## src/rtl/core/rmfi_pkg.sv

```systemverilog
// ----------------------------------------------------------------------------
// rmfi_pkg: shared types and constants of the mesh face indexer
// Holds the index width, the level width, the walk phase codes and the
// structs that pass walk state and face results between the modules.
// ----------------------------------------------------------------------------
package rmfi_pkg;

	localparam int IDX_W         = 15;
	localparam int LEVEL_W       = 3;
	localparam int ELVL_W        = 4;
	localparam int MAX_LEVEL_DEF = 6;

	typedef enum logic [1:0] {
		PH_NORTH = 2'd0,
		PH_BAND  = 2'd1,
		PH_SOUTH = 2'd2
	} phase_t;

	typedef struct packed {
		phase_t            phase;
		logic [IDX_W-1:0]  ring_start;
		logic              pos_first;
		logic              pos_last;
	} walk_state_t;

	typedef struct packed {
		logic [IDX_W-1:0] vertex_a;
		logic [IDX_W-1:0] vertex_b;
		logic [IDX_W-1:0] vertex_c;
		logic [IDX_W-1:0] vertex_d;
		logic             is_quad;
		logic             last_face;
	} face_t;

endpackage

```

## src/rtl/core/rmfi_req_if.sv

```systemverilog
// ----------------------------------------------------------------------------
// rmfi_req_if: request channel of the mesh face indexer
// One beat asks for one face; restart selects the first face of the mesh.
// ----------------------------------------------------------------------------
interface rmfi_req_if;

	logic valid;
	logic ready;
	logic restart;

	modport source (output valid, output restart, input ready);
	modport sink   (input valid, input restart, output ready);

endinterface

```

## src/rtl/core/rmfi_face_if.sv

```systemverilog
// ----------------------------------------------------------------------------
// rmfi_face_if: face channel of the mesh face indexer
// One beat carries the vertex indices of one face and its flags.
// ----------------------------------------------------------------------------
interface rmfi_face_if;

	logic                       valid;
	logic                       ready;
	logic [rmfi_pkg::IDX_W-1:0] vertex_a;
	logic [rmfi_pkg::IDX_W-1:0] vertex_b;
	logic [rmfi_pkg::IDX_W-1:0] vertex_c;
	logic [rmfi_pkg::IDX_W-1:0] vertex_d;
	logic                       is_quad;
	logic                       last_face;

	modport source (output valid, output vertex_a, output vertex_b, output vertex_c,
		output vertex_d, output is_quad, output last_face, input ready);
	modport sink   (input valid, input vertex_a, input vertex_b, input vertex_c,
		input vertex_d, input is_quad, input last_face, output ready);

endinterface

```

## src/rtl/core/rmfi_walk.sv

```systemverilog
// ----------------------------------------------------------------------------
// rmfi_walk: level register and face walk counters
// Holds the level, the phase, the position in the ring, the band count and
// the first vertex of the current upper ring, and steps all but the level once per beat.
// ----------------------------------------------------------------------------
module rmfi_walk #(
	parameter int MAX_LEVEL = rmfi_pkg::MAX_LEVEL_DEF,
	parameter int POS_W     = MAX_LEVEL + 2
) (
	input  logic                          clk,
	input  logic                          arst_n,
	input  logic                          cfg_we,
	input  logic [rmfi_pkg::LEVEL_W-1:0]  cfg_data,
	input  logic                          advance,
	input  logic                          restart,
	output logic [rmfi_pkg::ELVL_W-1:0]   eff_level,
	output logic [POS_W-1:0]              pos,
	output rmfi_pkg::walk_state_t         state
);
	import rmfi_pkg::*;

	localparam int BAND_W = MAX_LEVEL + 1;

	logic [LEVEL_W-1:0]  level_q;
	phase_t              phase_q;
	logic [POS_W-1:0]    pos_q;
	logic [BAND_W-1:0]   band_q;
	logic [IDX_W-1:0]    start_q;

	logic [ELVL_W-1:0]   shift_down;
	logic [POS_W-1:0]    cols_m1;
	logic [BAND_W-1:0]   rows_m3;
	logic [IDX_W-1:0]    cols;
	phase_t              cur_phase;
	logic [POS_W-1:0]    cur_pos;
	logic [BAND_W-1:0]   cur_band;
	logic [IDX_W-1:0]    cur_start;
	phase_t              nxt_phase;
	logic [POS_W-1:0]    nxt_pos;
	logic [BAND_W-1:0]   nxt_band;
	logic [IDX_W-1:0]    nxt_start;

	// Levels above the supported maximum saturate.
	assign eff_level = ({1'b0, level_q} > ELVL_W'(MAX_LEVEL)) ? ELVL_W'(MAX_LEVEL)
		: {1'b0, level_q};
	assign shift_down = ELVL_W'(MAX_LEVEL) - eff_level;
	assign cols_m1    = {POS_W{1'b1}} >> shift_down;
	assign rows_m3    = ({BAND_W{1'b1}} >> shift_down) - BAND_W'(2);
	assign cols       = IDX_W'(cols_m1) + IDX_W'(1);

	// A restart beat sees the walk as if it had just been reset; an unused
	// phase code is handled the same way.
	always_comb begin
		if (restart || !(phase_q == PH_NORTH || phase_q == PH_BAND || phase_q == PH_SOUTH)) begin
			cur_phase = PH_NORTH;
			cur_pos   = '0;
			cur_band  = '0;
			cur_start = IDX_W'(1);
		end else begin
			cur_phase = phase_q;
			cur_pos   = pos_q;
			cur_band  = band_q;
			cur_start = start_q;
		end
	end

	assign pos              = cur_pos;
	assign state.phase      = cur_phase;
	assign state.ring_start = cur_start;
	assign state.pos_first  = (cur_pos == '0);
	assign state.pos_last   = (cur_pos == cols_m1);

	always_comb begin
		nxt_phase = cur_phase;
		nxt_pos   = cur_pos + POS_W'(1);
		nxt_band  = cur_band;
		nxt_start = cur_start;
		if (state.pos_last) begin
			nxt_pos = '0;
			case (cur_phase)
				PH_NORTH: begin
					nxt_start = IDX_W'(1);
					nxt_band  = '0;
					nxt_phase = (eff_level != '0) ? PH_BAND : PH_SOUTH;
				end
				PH_BAND: begin
					nxt_band  = cur_band + BAND_W'(1);
					nxt_start = cur_start + cols;
					if (cur_band == rows_m3) begin
						nxt_phase = PH_SOUTH;
					end
				end
				default: begin
					nxt_phase = PH_NORTH;
					nxt_band  = '0;
					nxt_start = IDX_W'(1);
				end
			endcase
		end
	end

	always_ff @(posedge clk or negedge arst_n) begin
		if (!arst_n) begin
			level_q <= '0;
			phase_q <= PH_NORTH;
			pos_q   <= '0;
			band_q  <= '0;
			start_q <= IDX_W'(1);
		end else if (cfg_we) begin
			level_q <= cfg_data;
			phase_q <= PH_NORTH;
			pos_q   <= '0;
			band_q  <= '0;
			start_q <= IDX_W'(1);
		end else if (advance) begin
			phase_q <= nxt_phase;
			pos_q   <= nxt_pos;
			band_q  <= nxt_band;
			start_q <= nxt_start;
		end
	end

endmodule

```

## src/rtl/core/rmfi_face.sv

```systemverilog
// ----------------------------------------------------------------------------
// rmfi_face: face vertex arithmetic
// Forms the vertex indices of the current face from the walk state with a
// few 15-bit additions; all indices wrap modulo the index width.
// ----------------------------------------------------------------------------
module rmfi_face #(
	parameter int MAX_LEVEL = rmfi_pkg::MAX_LEVEL_DEF,
	parameter int POS_W     = MAX_LEVEL + 2
) (
	input  logic [rmfi_pkg::ELVL_W-1:0] eff_level,
	input  logic [POS_W-1:0]            pos,
	input  rmfi_pkg::walk_state_t       state,
	output rmfi_pkg::face_t             face
);
	import rmfi_pkg::*;

	logic [IDX_W-1:0] cols;
	logic [IDX_W-1:0] p;
	logic [IDX_W-1:0] s;
	logic [IDX_W-1:0] t;
	logic [IDX_W-1:0] south;
	logic [4:0]       sq_shift;

	assign cols     = IDX_W'(1) << eff_level << 2;
	assign p        = IDX_W'(pos);
	assign s        = state.ring_start;
	assign t        = s + p - IDX_W'(1);
	// South pole index is (rows - 1) * cols + 1 = 2^(2L+3) - cols + 1.
	assign sq_shift = {eff_level, 1'b0} + 5'd3;
	assign south    = (IDX_W'(1) << sq_shift) - cols + IDX_W'(1);

	always_comb begin
		face = '0;
		case (state.phase)
			PH_BAND: begin
				face.is_quad = 1'b1;
				if (state.pos_first) begin
					// Seam quad closes the band across the ring's end.
					face.vertex_a = s + cols - IDX_W'(1);
					face.vertex_b = s + {cols[IDX_W-2:0], 1'b0} - IDX_W'(1);
					face.vertex_c = s + cols;
					face.vertex_d = s;
				end else begin
					face.vertex_a = t;
					face.vertex_b = t + cols;
					face.vertex_c = t + cols + IDX_W'(1);
					face.vertex_d = t + IDX_W'(1);
				end
			end
			PH_SOUTH: begin
				face.vertex_b  = south;
				face.last_face = state.pos_last;
				if (state.pos_first) begin
					face.vertex_a = s + cols - IDX_W'(1);
					face.vertex_c = s;
				end else begin
					face.vertex_a = t;
					face.vertex_c = s + p;
				end
			end
			default: begin
				if (state.pos_first) begin
					face.vertex_b = cols;
					face.vertex_c = IDX_W'(1);
				end else begin
					face.vertex_b = p;
					face.vertex_c = p + IDX_W'(1);
				end
			end
		endcase
	end

endmodule

```

## src/rtl/core/revolution_mesh_face_indexer_top.sv

```systemverilog
// ----------------------------------------------------------------------------
// revolution_mesh_face_indexer_top: face index generator for a closed
// surface of revolution
// Emits, one face per request beat, the vertex indices of a mesh made of a
// north pole, rings of vertices and a south pole.
// ----------------------------------------------------------------------------
// Every request beat yields one face beat, and a request is taken in every
// cycle in which the face output register is empty or is being drained, so
// the block sustains one face per clock. A face appears on the output in
// the cycle after its request beat, from the result register behind the
// walk counters and the vertex adders. The faces come as the north cap
// triangles (seam triangle first), then each band of quads (seam quad
// first), then the south cap triangles, whose final triangle carries
// last_face; after that the walk wraps to the north cap. A request with
// restart set returns the first north triangle and continues from there.
// Writing the level restarts the walk as well; write it only while no face
// is outstanding. Levels above MAX_LEVEL act as MAX_LEVEL. Triangles report
// vertex_d as zero.
// ----------------------------------------------------------------------------
module revolution_mesh_face_indexer_top #(
	parameter int MAX_LEVEL = rmfi_pkg::MAX_LEVEL_DEF
) (
	input  logic                         clk,
	input  logic                         arst_n,
	input  logic                         cfg_we,
	input  logic [rmfi_pkg::LEVEL_W-1:0] cfg_data,
	rmfi_req_if.sink                     req,
	rmfi_face_if.source                  face
);
	import rmfi_pkg::*;

	localparam int POS_W = MAX_LEVEL + 2;

	logic [ELVL_W-1:0] eff_level;
	logic [POS_W-1:0]  pos;
	walk_state_t       state;
	face_t             face_c;
	face_t             face_s1;
	logic              valid_s1;
	logic              accept;

	// The output register is free when it is empty or its beat leaves now.
	assign req.ready = !valid_s1 || face.ready;
	assign accept    = req.valid && req.ready;

	// The walk counters advance on every accepted request beat without a level write.
	rmfi_walk #(
		.MAX_LEVEL (MAX_LEVEL),
		.POS_W     (POS_W)
	) u_walk (
		.clk       (clk),
		.arst_n    (arst_n),
		.cfg_we    (cfg_we),
		.cfg_data  (cfg_data),
		.advance   (accept),
		.restart   (req.restart),
		.eff_level (eff_level),
		.pos       (pos),
		.state     (state)
	);

	// The vertex adders turn the current walk position into a face.
	rmfi_face #(
		.MAX_LEVEL (MAX_LEVEL),
		.POS_W     (POS_W)
	) u_face (
		.eff_level (eff_level),
		.pos       (pos),
		.state     (state),
		.face      (face_c)
	);

	// Result register: holds a face until the consumer takes the beat.
	always_ff @(posedge clk or negedge arst_n) begin
		if (!arst_n) begin
			valid_s1 <= 1'b0;
		end else if (accept) begin
			valid_s1 <= 1'b1;
		end else if (face.ready) begin
			valid_s1 <= 1'b0;
		end
	end

	always_ff @(posedge clk) begin
		if (accept) begin
			face_s1 <= face_c;
		end
	end

	assign face.valid     = valid_s1;
	assign face.vertex_a  = face_s1.vertex_a;
	assign face.vertex_b  = face_s1.vertex_b;
	assign face.vertex_c  = face_s1.vertex_c;
	assign face.vertex_d  = face_s1.vertex_d;
	assign face.is_quad   = face_s1.is_quad;
	assign face.last_face = face_s1.last_face;

	// A restart beat always produces the north seam triangle.
	a_restart_north: assert property (@(posedge clk) disable iff (!arst_n)
		accept && req.restart |-> face_c.vertex_a == '0 && face_c.vertex_c == IDX_W'(1)
			&& !face_c.is_quad)
		else $error("restart did not select the north seam triangle");

	// After the last face the walk is back at the north seam triangle.
	a_wrap_north: assert property (@(posedge clk) disable iff (!arst_n)
		accept && face_c.last_face |=> face_c.vertex_a == '0 && face_c.vertex_c == IDX_W'(1)
			&& !face_c.is_quad)
		else $error("walk did not wrap to the north cap after the last face");

	// Triangles carry no fourth vertex.
	a_tri_no_d: assert property (@(posedge clk) disable iff (!arst_n)
		valid_s1 && !face_s1.is_quad |-> face_s1.vertex_d == '0)
		else $error("triangle face with nonzero fourth vertex");

	// The last face of the mesh is a south triangle, never a quad.
	a_last_is_tri: assert property (@(posedge clk) disable iff (!arst_n)
		valid_s1 && face_s1.last_face |-> !face_s1.is_quad)
		else $error("last face flagged on a quad");

endmodule

```

## src/flat_wrapper.sv

```systemverilog
// flat-port wrapper written by rule: the top's interface ports become plain ports
module revolution_mesh_face_indexer_top_flat import rmfi_pkg::*;
#(
	parameter int MAX_LEVEL = rmfi_pkg::MAX_LEVEL_DEF
)
  (clk, arst_n, cfg_we, cfg_data, req_valid, req_restart, req_ready, face_valid, face_vertex_a, face_vertex_b, face_vertex_c, face_vertex_d, face_is_quad, face_last_face, face_ready);
  rmfi_req_if req_i ();
  rmfi_face_if face_i ();
  input  logic clk;
  input  logic arst_n;
  input  logic cfg_we;
  input  logic [rmfi_pkg::LEVEL_W-1:0] cfg_data;
  input wire logic [$bits(req_i.valid)-1:0] req_valid;
  input wire logic [$bits(req_i.restart)-1:0] req_restart;
  output wire logic [$bits(req_i.ready)-1:0] req_ready;
  output wire logic [$bits(face_i.valid)-1:0] face_valid;
  output wire logic [$bits(face_i.vertex_a)-1:0] face_vertex_a;
  output wire logic [$bits(face_i.vertex_b)-1:0] face_vertex_b;
  output wire logic [$bits(face_i.vertex_c)-1:0] face_vertex_c;
  output wire logic [$bits(face_i.vertex_d)-1:0] face_vertex_d;
  output wire logic [$bits(face_i.is_quad)-1:0] face_is_quad;
  output wire logic [$bits(face_i.last_face)-1:0] face_last_face;
  input wire logic [$bits(face_i.ready)-1:0] face_ready;
  assign req_i.valid = req_valid;
  assign req_i.restart = req_restart;
  assign req_ready = req_i.ready;
  assign face_valid = face_i.valid;
  assign face_vertex_a = face_i.vertex_a;
  assign face_vertex_b = face_i.vertex_b;
  assign face_vertex_c = face_i.vertex_c;
  assign face_vertex_d = face_i.vertex_d;
  assign face_is_quad = face_i.is_quad;
  assign face_last_face = face_i.last_face;
  assign face_i.ready = face_ready;
  revolution_mesh_face_indexer_top #(.MAX_LEVEL(MAX_LEVEL)) u_core (.clk(clk), .arst_n(arst_n), .cfg_we(cfg_we), .cfg_data(cfg_data), .req(req_i), .face(face_i));
endmodule
```

## config.mk

```make
export PLATFORM = sky130hd
export DESIGN_NAME = revolution_mesh_face_indexer_top_flat
export DESIGN_NICKNAME = d
export VERILOG_FILES = /design/src/rtl/core/rmfi_pkg.sv /design/src/rtl/core/rmfi_req_if.sv /design/src/rtl/core/rmfi_face_if.sv /design/src/rtl/core/rmfi_walk.sv /design/src/rtl/core/rmfi_face.sv /design/src/rtl/core/revolution_mesh_face_indexer_top.sv /design/src/flat_wrapper.sv
export SDC_FILE = /design/constraint.sdc
export NUM_CORES = 1
export LEC_CHECK = 0
export BUFFER_PORTS_ARGS = -buffer_cell sky130_fd_sc_hd__buf_4
export CAP_MARGIN = 5
export CORE_MARGIN = 2
export CORE_UTILIZATION = 45
export DETAILED_ROUTE_END_ITERATION = 10
export PLACE_DENSITY = 0.76
export SYNTH_ARGS = -nofsm -noshare
export SYNTH_HDL_FRONTEND = slang
export SYNTH_SLANG_ARGS = --single-unit
```

## constraint.sdc

```tcl
create_clock -name clk -period 6.2 [get_ports clk]
set_input_delay 0.31 -clock clk [delete_from_list [all_inputs] [get_ports clk]]
set_output_delay 0.31 -clock clk [all_outputs]
set_load 0.01 [all_outputs]
```

# Word-level counts from Yosys, hierarchy flattened

Index checks and enable logic that the tools add are counted.

Shifts and indexed selects: 4
$add $sub $neg: 19
Equality and inequality tests: 6
Reduce and logical (&&, ||, !) cells: 13
$lt $le $gt $ge: 1
Multiplexer cells: 31

Operator list:

| operator                                                              | number |
|---|---|
| 15-bit 2-to-1 mux                                                     | 7 |
| 60-bit 2-to-1 mux                                                     | 1 |
| 30-bit case mux with 2 select lines                                   | 1 |
| 15-bit by 1-bit adder with 15-bit output (second input constant)      | 3 |
| 15-bit adder                                                          | 3 |
| 15-bit by 1-bit subtractor with 15-bit output (second input constant) | 3 |
| 7-bit 2-to-1 mux                                                      | 5 |
| 8-bit 2-to-1 mux                                                      | 4 |
| 30-bit 2-to-1 mux                                                     | 1 |
| 15-bit case mux with 2 select lines                                   | 1 |
| 8-bit by 1-bit adder with 9-bit output (second input constant)        | 2 |
| 15-bit by 8-bit adder with 15-bit output                              | 1 |
| 15-bit by 9-bit adder with 15-bit output                              | 1 |
| 1-bit by 5-bit left shift with 15-bit output (first input constant)   | 1 |
| 15-bit subtractor                                                     | 1 |
| 1-bit by 3-bit left shift with 13-bit output (first input constant)   | 1 |
| 2-bit 2-to-1 mux                                                      | 6 |
| 8-bit by 1-bit adder with 8-bit output (second input constant)        | 1 |
| 8-bit equality test                                                   | 1 |
| 8-bit logical NOT                                                     | 1 |
| 8-bit by 4-bit >> shifter with 8-bit output (first input constant)    | 1 |
| 7-bit by 1-bit adder with 7-bit output (second input constant)        | 1 |
| 7-bit equality test                                                   | 1 |
| 7-bit by 4-bit >> shifter with 7-bit output (first input constant)    | 1 |
| 15 further kinds                                                      | 25 |

Input port bits: 9
Output and inout port bits: 64
Bits in registers: 98
Word-level logic and storage cells: 86

# Depth between registers and ports, before layout

Word-level depth: 12
Depth in mapped cells: 29

# By module

Synthesis repeated with hierarchy kept, for this count alone.

Cells, all modules: 1,243
Area, all modules: 10,382.5 um^2

Modules (own cells, without submodules):

| module                           | sequential area each (um^2) | cells each | area an instance (um^2) | instances |
|---|---|---|---|---|
| rmfi_face                        | 0.0                         | 836        | 5,616.6                 | 1 |
| rmfi_walk                        | 877.1                       | 341        | 2,850.2                 | 1 |
| revolution_mesh_face_indexer_top | 1,886.8                     | 66         | 1,915.6                 | 1 |

# Least setup slack after synthesis

OpenSTA, ideal clock, no wires.

Path kind: register to register
Start point: register u_core.u_walk.phase_q[1]
End point: register u_core.face_s1, in the netlist u_core.face.vertex_c[12] (data pin)
Period minus slack after synthesis: 6.017 ns
Required time: 5.936 ns
Data arrival time: 5.753 ns
Path buffers: 6
Stages on the path, launching flop included: 30
Slack: 0.183 ns
Cells stage by stage: dfrtp_1 a21oi_1 buf_2 buf_2 clkbuf_1 clkbuf_1 clkbuf_1 clkbuf_1 nand2_1 inv_1 ha_1 inv_1 nor2_1 mux2i_1 o311ai_4 nand2_1 xnor2_1 inv_1 ha_1 nor3_1 nor2_1 o41ai_1 a211oi_1 xor2_1 a32oi_1 xnor2_1 nand3_1 xnor2_1 a222oi_1 nor2b_1

RTL lines:

| element                | RTL line                               | RTL |
|---|---|---|
| start, declared        | rmfi_walk.sv:25                        | `phase_t phase_q;` |
| start signal, assigned | rmfi_walk.sv:116                       | `phase_q <= nxt_phase;` |
| end signal, assigned   | revolution_mesh_face_indexer_top.sv:86 | `face_s1 <= face_c;` |
| end, declared          | revolution_mesh_face_indexer_top.sv:38 | `face_t face_s1;` |

==> out/metrics.cfg <==
[floorplan]
start_util = 0.460
dieArea_mm2 = 0.0236
floorplan.core_area_mm2 = 0.0219
row_count = 54
die_height_um = 154
die_w_um = 154
io_pins = 73

[synth]
yosys_warnings = 0
synthTopCellsByArea = edfxtp_1 18%, dfrtp_1 8.7%, xnor2_1 7.7%
syn_avg_cell_area_um2 = 7.99
ys_seq_area_frac = 0.275
synthCells = 1260
synth-main-ff-cell = edfxtp_1
ys_async_sr_fraction = 0.367
synth_top_area_cell = edfxtp_1
synthDistinctLibCells = 91
synthesis.nets = 1331
synth_seq_cells = 98
syn_area_mm2 = 0.0101
synth_top_area_frac = 0.185
synth_edf_count = 62

[clock_tree]
clock-sinks = 98
h-tree-depth = 3
cts_tree = yes
clock-root-buffer = clkbuf_16
cts.clk_slew.worst_paths_ns = 0.07
cts_buffers = 9
insertion_delay_ns = 0.36
clockBufferDepth = 2

[worst_setup_path]
cp_max_fo = 11
crit_arrival_ns = 5.97
worst_setup_path_end_kind = flip-flop
crit_required_ns = 6.30
critPathKind = flip-flop to flip-flop
critPathLaunchType = flip-flop

[status]
status = complete, no violations

[pwr]
power_mw = 1.88
vdd_drop_max_mv = 0.116
p_leak_nw = 4.55
power.density_mw_per_mm2 = 166

[timing]
fmax_mhz = 170
slew_violations = 0
finalHoldViolations = 0
min_period_ns = 5.87
finalClockSkew_ns = 0.0100
slew_headroom = 0.397
setup_tns_ns = 0
setup_violations = 0
post-route-period-util = 0.946
worst_pin_slew_ns = 0.904
hold_ws_ns = 0.141

[route]
vias_per_cell = 6.27
wirelength_um = 32300
remaining_drc_errors = 0
drtIter0Drc = 1043
wl_per_cell_um = 20.4
first_pass_iters = 6
vias = 9914
postRouteAntennaNets = 0

[finish]
drive_gt1_frac = 0.135
area_growth_pct = 12.1
antennaDiodeCount = 0
finalNetCount = 1368

[place]
hpwl_um = 24000
port_buffers = 72
gp_congestion = 1.01

[global_route]
grtUsageTotal = 0.270
grt_max_degree = 71
grt_pass1_wl_um = 51100
overflow = 0
grt_pass1_vias = 9311
antenna_found_initial = 0

[min_path]
min_path_type = input port to flip-flop

[run]
drv_cap = 0

state kept, by name (all words and copies together), names as in the netlist, 2 cells and up:
register and count:
u_core.face.vertex_a 15, u_core.face.vertex_b 15, u_core.face.vertex_c 15, u_core.face.vertex_d 15, u_core.u_walk.band_q 7, u_core.u_walk.level_q 3
u_core.u_walk.phase_q 2, u_core.u_walk.pos_q 8, u_core.u_walk.start_q 15
what timing repair did:
| action | in CTS | in global routing |
|---|---|---|
| hold endpoints to repair | 35 | 0 |
| buffers inserted | 0 | 2 |
| endpoints found under the setup margin | 0 | 4 |
| gates resized for setup | 0 | 11 |
| hold buffers | 1 | 0 |
synth_stat cells, drive strengths merged, types with 8 or more instances:
cell type and instances:
dfrtp 35, nor2b 12, nor3 24, a22o 9
edfxtp 62, o211ai 11, clkbuf 54, a21o 10
buf 27, nor2 111, nand4 13, and3 14
o21a 9, xnor2 89, nand3 27, a21oi 93
nand2 144, xor2 37, o21ai 98, o31ai 12
o22ai 12, nand3b 8, a22oi 8, a31oi 14
ha 61, a32oi 8, inv 67, a211oi 13
and2 25, nand2b 16
routing by layer:
layer,global-route usage,share of wire
met5,0,0
met4,0.0965,0.034
met3,0.0457,0.099
met2,0.413,0.44
met1,0.386,0.42
where the power goes:
group	internal [mW]	switching, mW	leakage, nW
sequential	0.720	0.0132	1.10
combinational	0.215	0.347	3.31
clock	0.314	0.267	0.140
total	1.25	0.627	4.55
cells in the final DEF (no fill, tap or decap), types with 9 or more instances in the layout:
master | netlist | routed
nor2b_1 | 12 | 12
a22o_1 | 9 | 9
o31ai_1 | 10 | 10
nand3_1 | 25 | 25
o21ai_0 | 91 | 90
nand4_1 | 12 | 12
buf_4 | 0 | 105
a21oi_1 | 92 | 90
nand2b_1 | 16 | 16
clkbuf_16 | 0 | 9
inv_1 | 67 | 66
a211oi_1 | 13 | 12
xor2_1 | 36 | 34
a21o_1 | 10 | 10
a31oi_1 | 13 | 13
edfxtp_1 | 62 | 62
nand2_1 | 144 | 144
o211ai_1 | 10 | 10
o22ai_1 | 11 | 11
and2_1 | 25 | 25
and3_1 | 13 | 13
ha_1 | 61 | 61
dfrtp_1 | 35 | 35
nor2_1 | 111 | 110
nor3_1 | 20 | 19
xnor2_1 | 88 | 85
final cells by class:
class | instances | area [um2]
inverter | 68 | 255
clock buffer | 10 | 229
fill | 2056 | 10600
sequential | 98 | 2760
tap | 280 | 350
multi-input combinational | 1013 | 6800
timing repair buffer | 107 | 818
clock inverter | 6 | 67.6
worst max-delay path: stages (launching register included):
cell and delay (ns):
dfrtp_1 0.47, a21oi_4 0.25, nand2b_1 0.21, ha_1 0.26, ha_1 0.31, a21oi_1 0.15
o21ai_0 0.20, a31oi_1 0.27, o2bb2ai_2 0.14, a211oi_1 0.27, buf_4 0.22, nand2b_1 0.24
ha_1 0.31, and2_1 0.18, a31oi_1 0.19, a21oi_1 0.14, o41ai_1 0.34, a211oi_2 0.10
xor2_1 0.16, a32oi_1 0.29, xnor2_2 0.19, nand3_1 0.16, xnor2_1 0.16, a222oi_1 0.29
nor2b_1 0.10
cell families (layout without fill, tap and decap cells):
family	after synthesis	in the layout	synth area share
compound gates	377	377	0.252
xor+xnor	126	126	0.111
fa+ha+maj	66	66	0.0819
buf+inv	149	191	0.0584
flops	98	98	0.275
mux	9	9	0.00920
simple gates	435	435	0.212
metrics by stage:
stage / util / area [um2] / cells / setup WS (ns)
2_1_floorplan: - / 10100 / 1260 / 0.183
3_3_place_gp: 0.498 / 10900 / 1563 / 0.553
3_5_place_dp: 0.498 / 10900 / 1563 / 0.398
4_1_cts: 0.512 / 11200 / 1580 / 0.342
5_1_grt: 0.516 / 11300 / 1582 / -0.0304
6_report: 0.516 / 11300 / 1582 / 0.335
final timing paths:
path,startpoint,to,slack [ns],cells after the start
min,req_valid,u_core.face.valid,0.14,2
min in group asynchronous,arst_n,u_core.u_walk.start_q[9],0.46,2
max in group asynchronous,arst_n,u_core.u_walk.start_q[0],5.37,2
min reg2reg,u_core.u_walk.start_q[12],u_core.u_walk.start_q[12],0.49,2
max,u_core.u_walk.phase_q[1],u_core.face.vertex_c[12],0.33,24
max reg2reg,u_core.u_walk.phase_q[1],u_core.face.vertex_c[12],0.33,24
(Power assumes the default switching activity.)
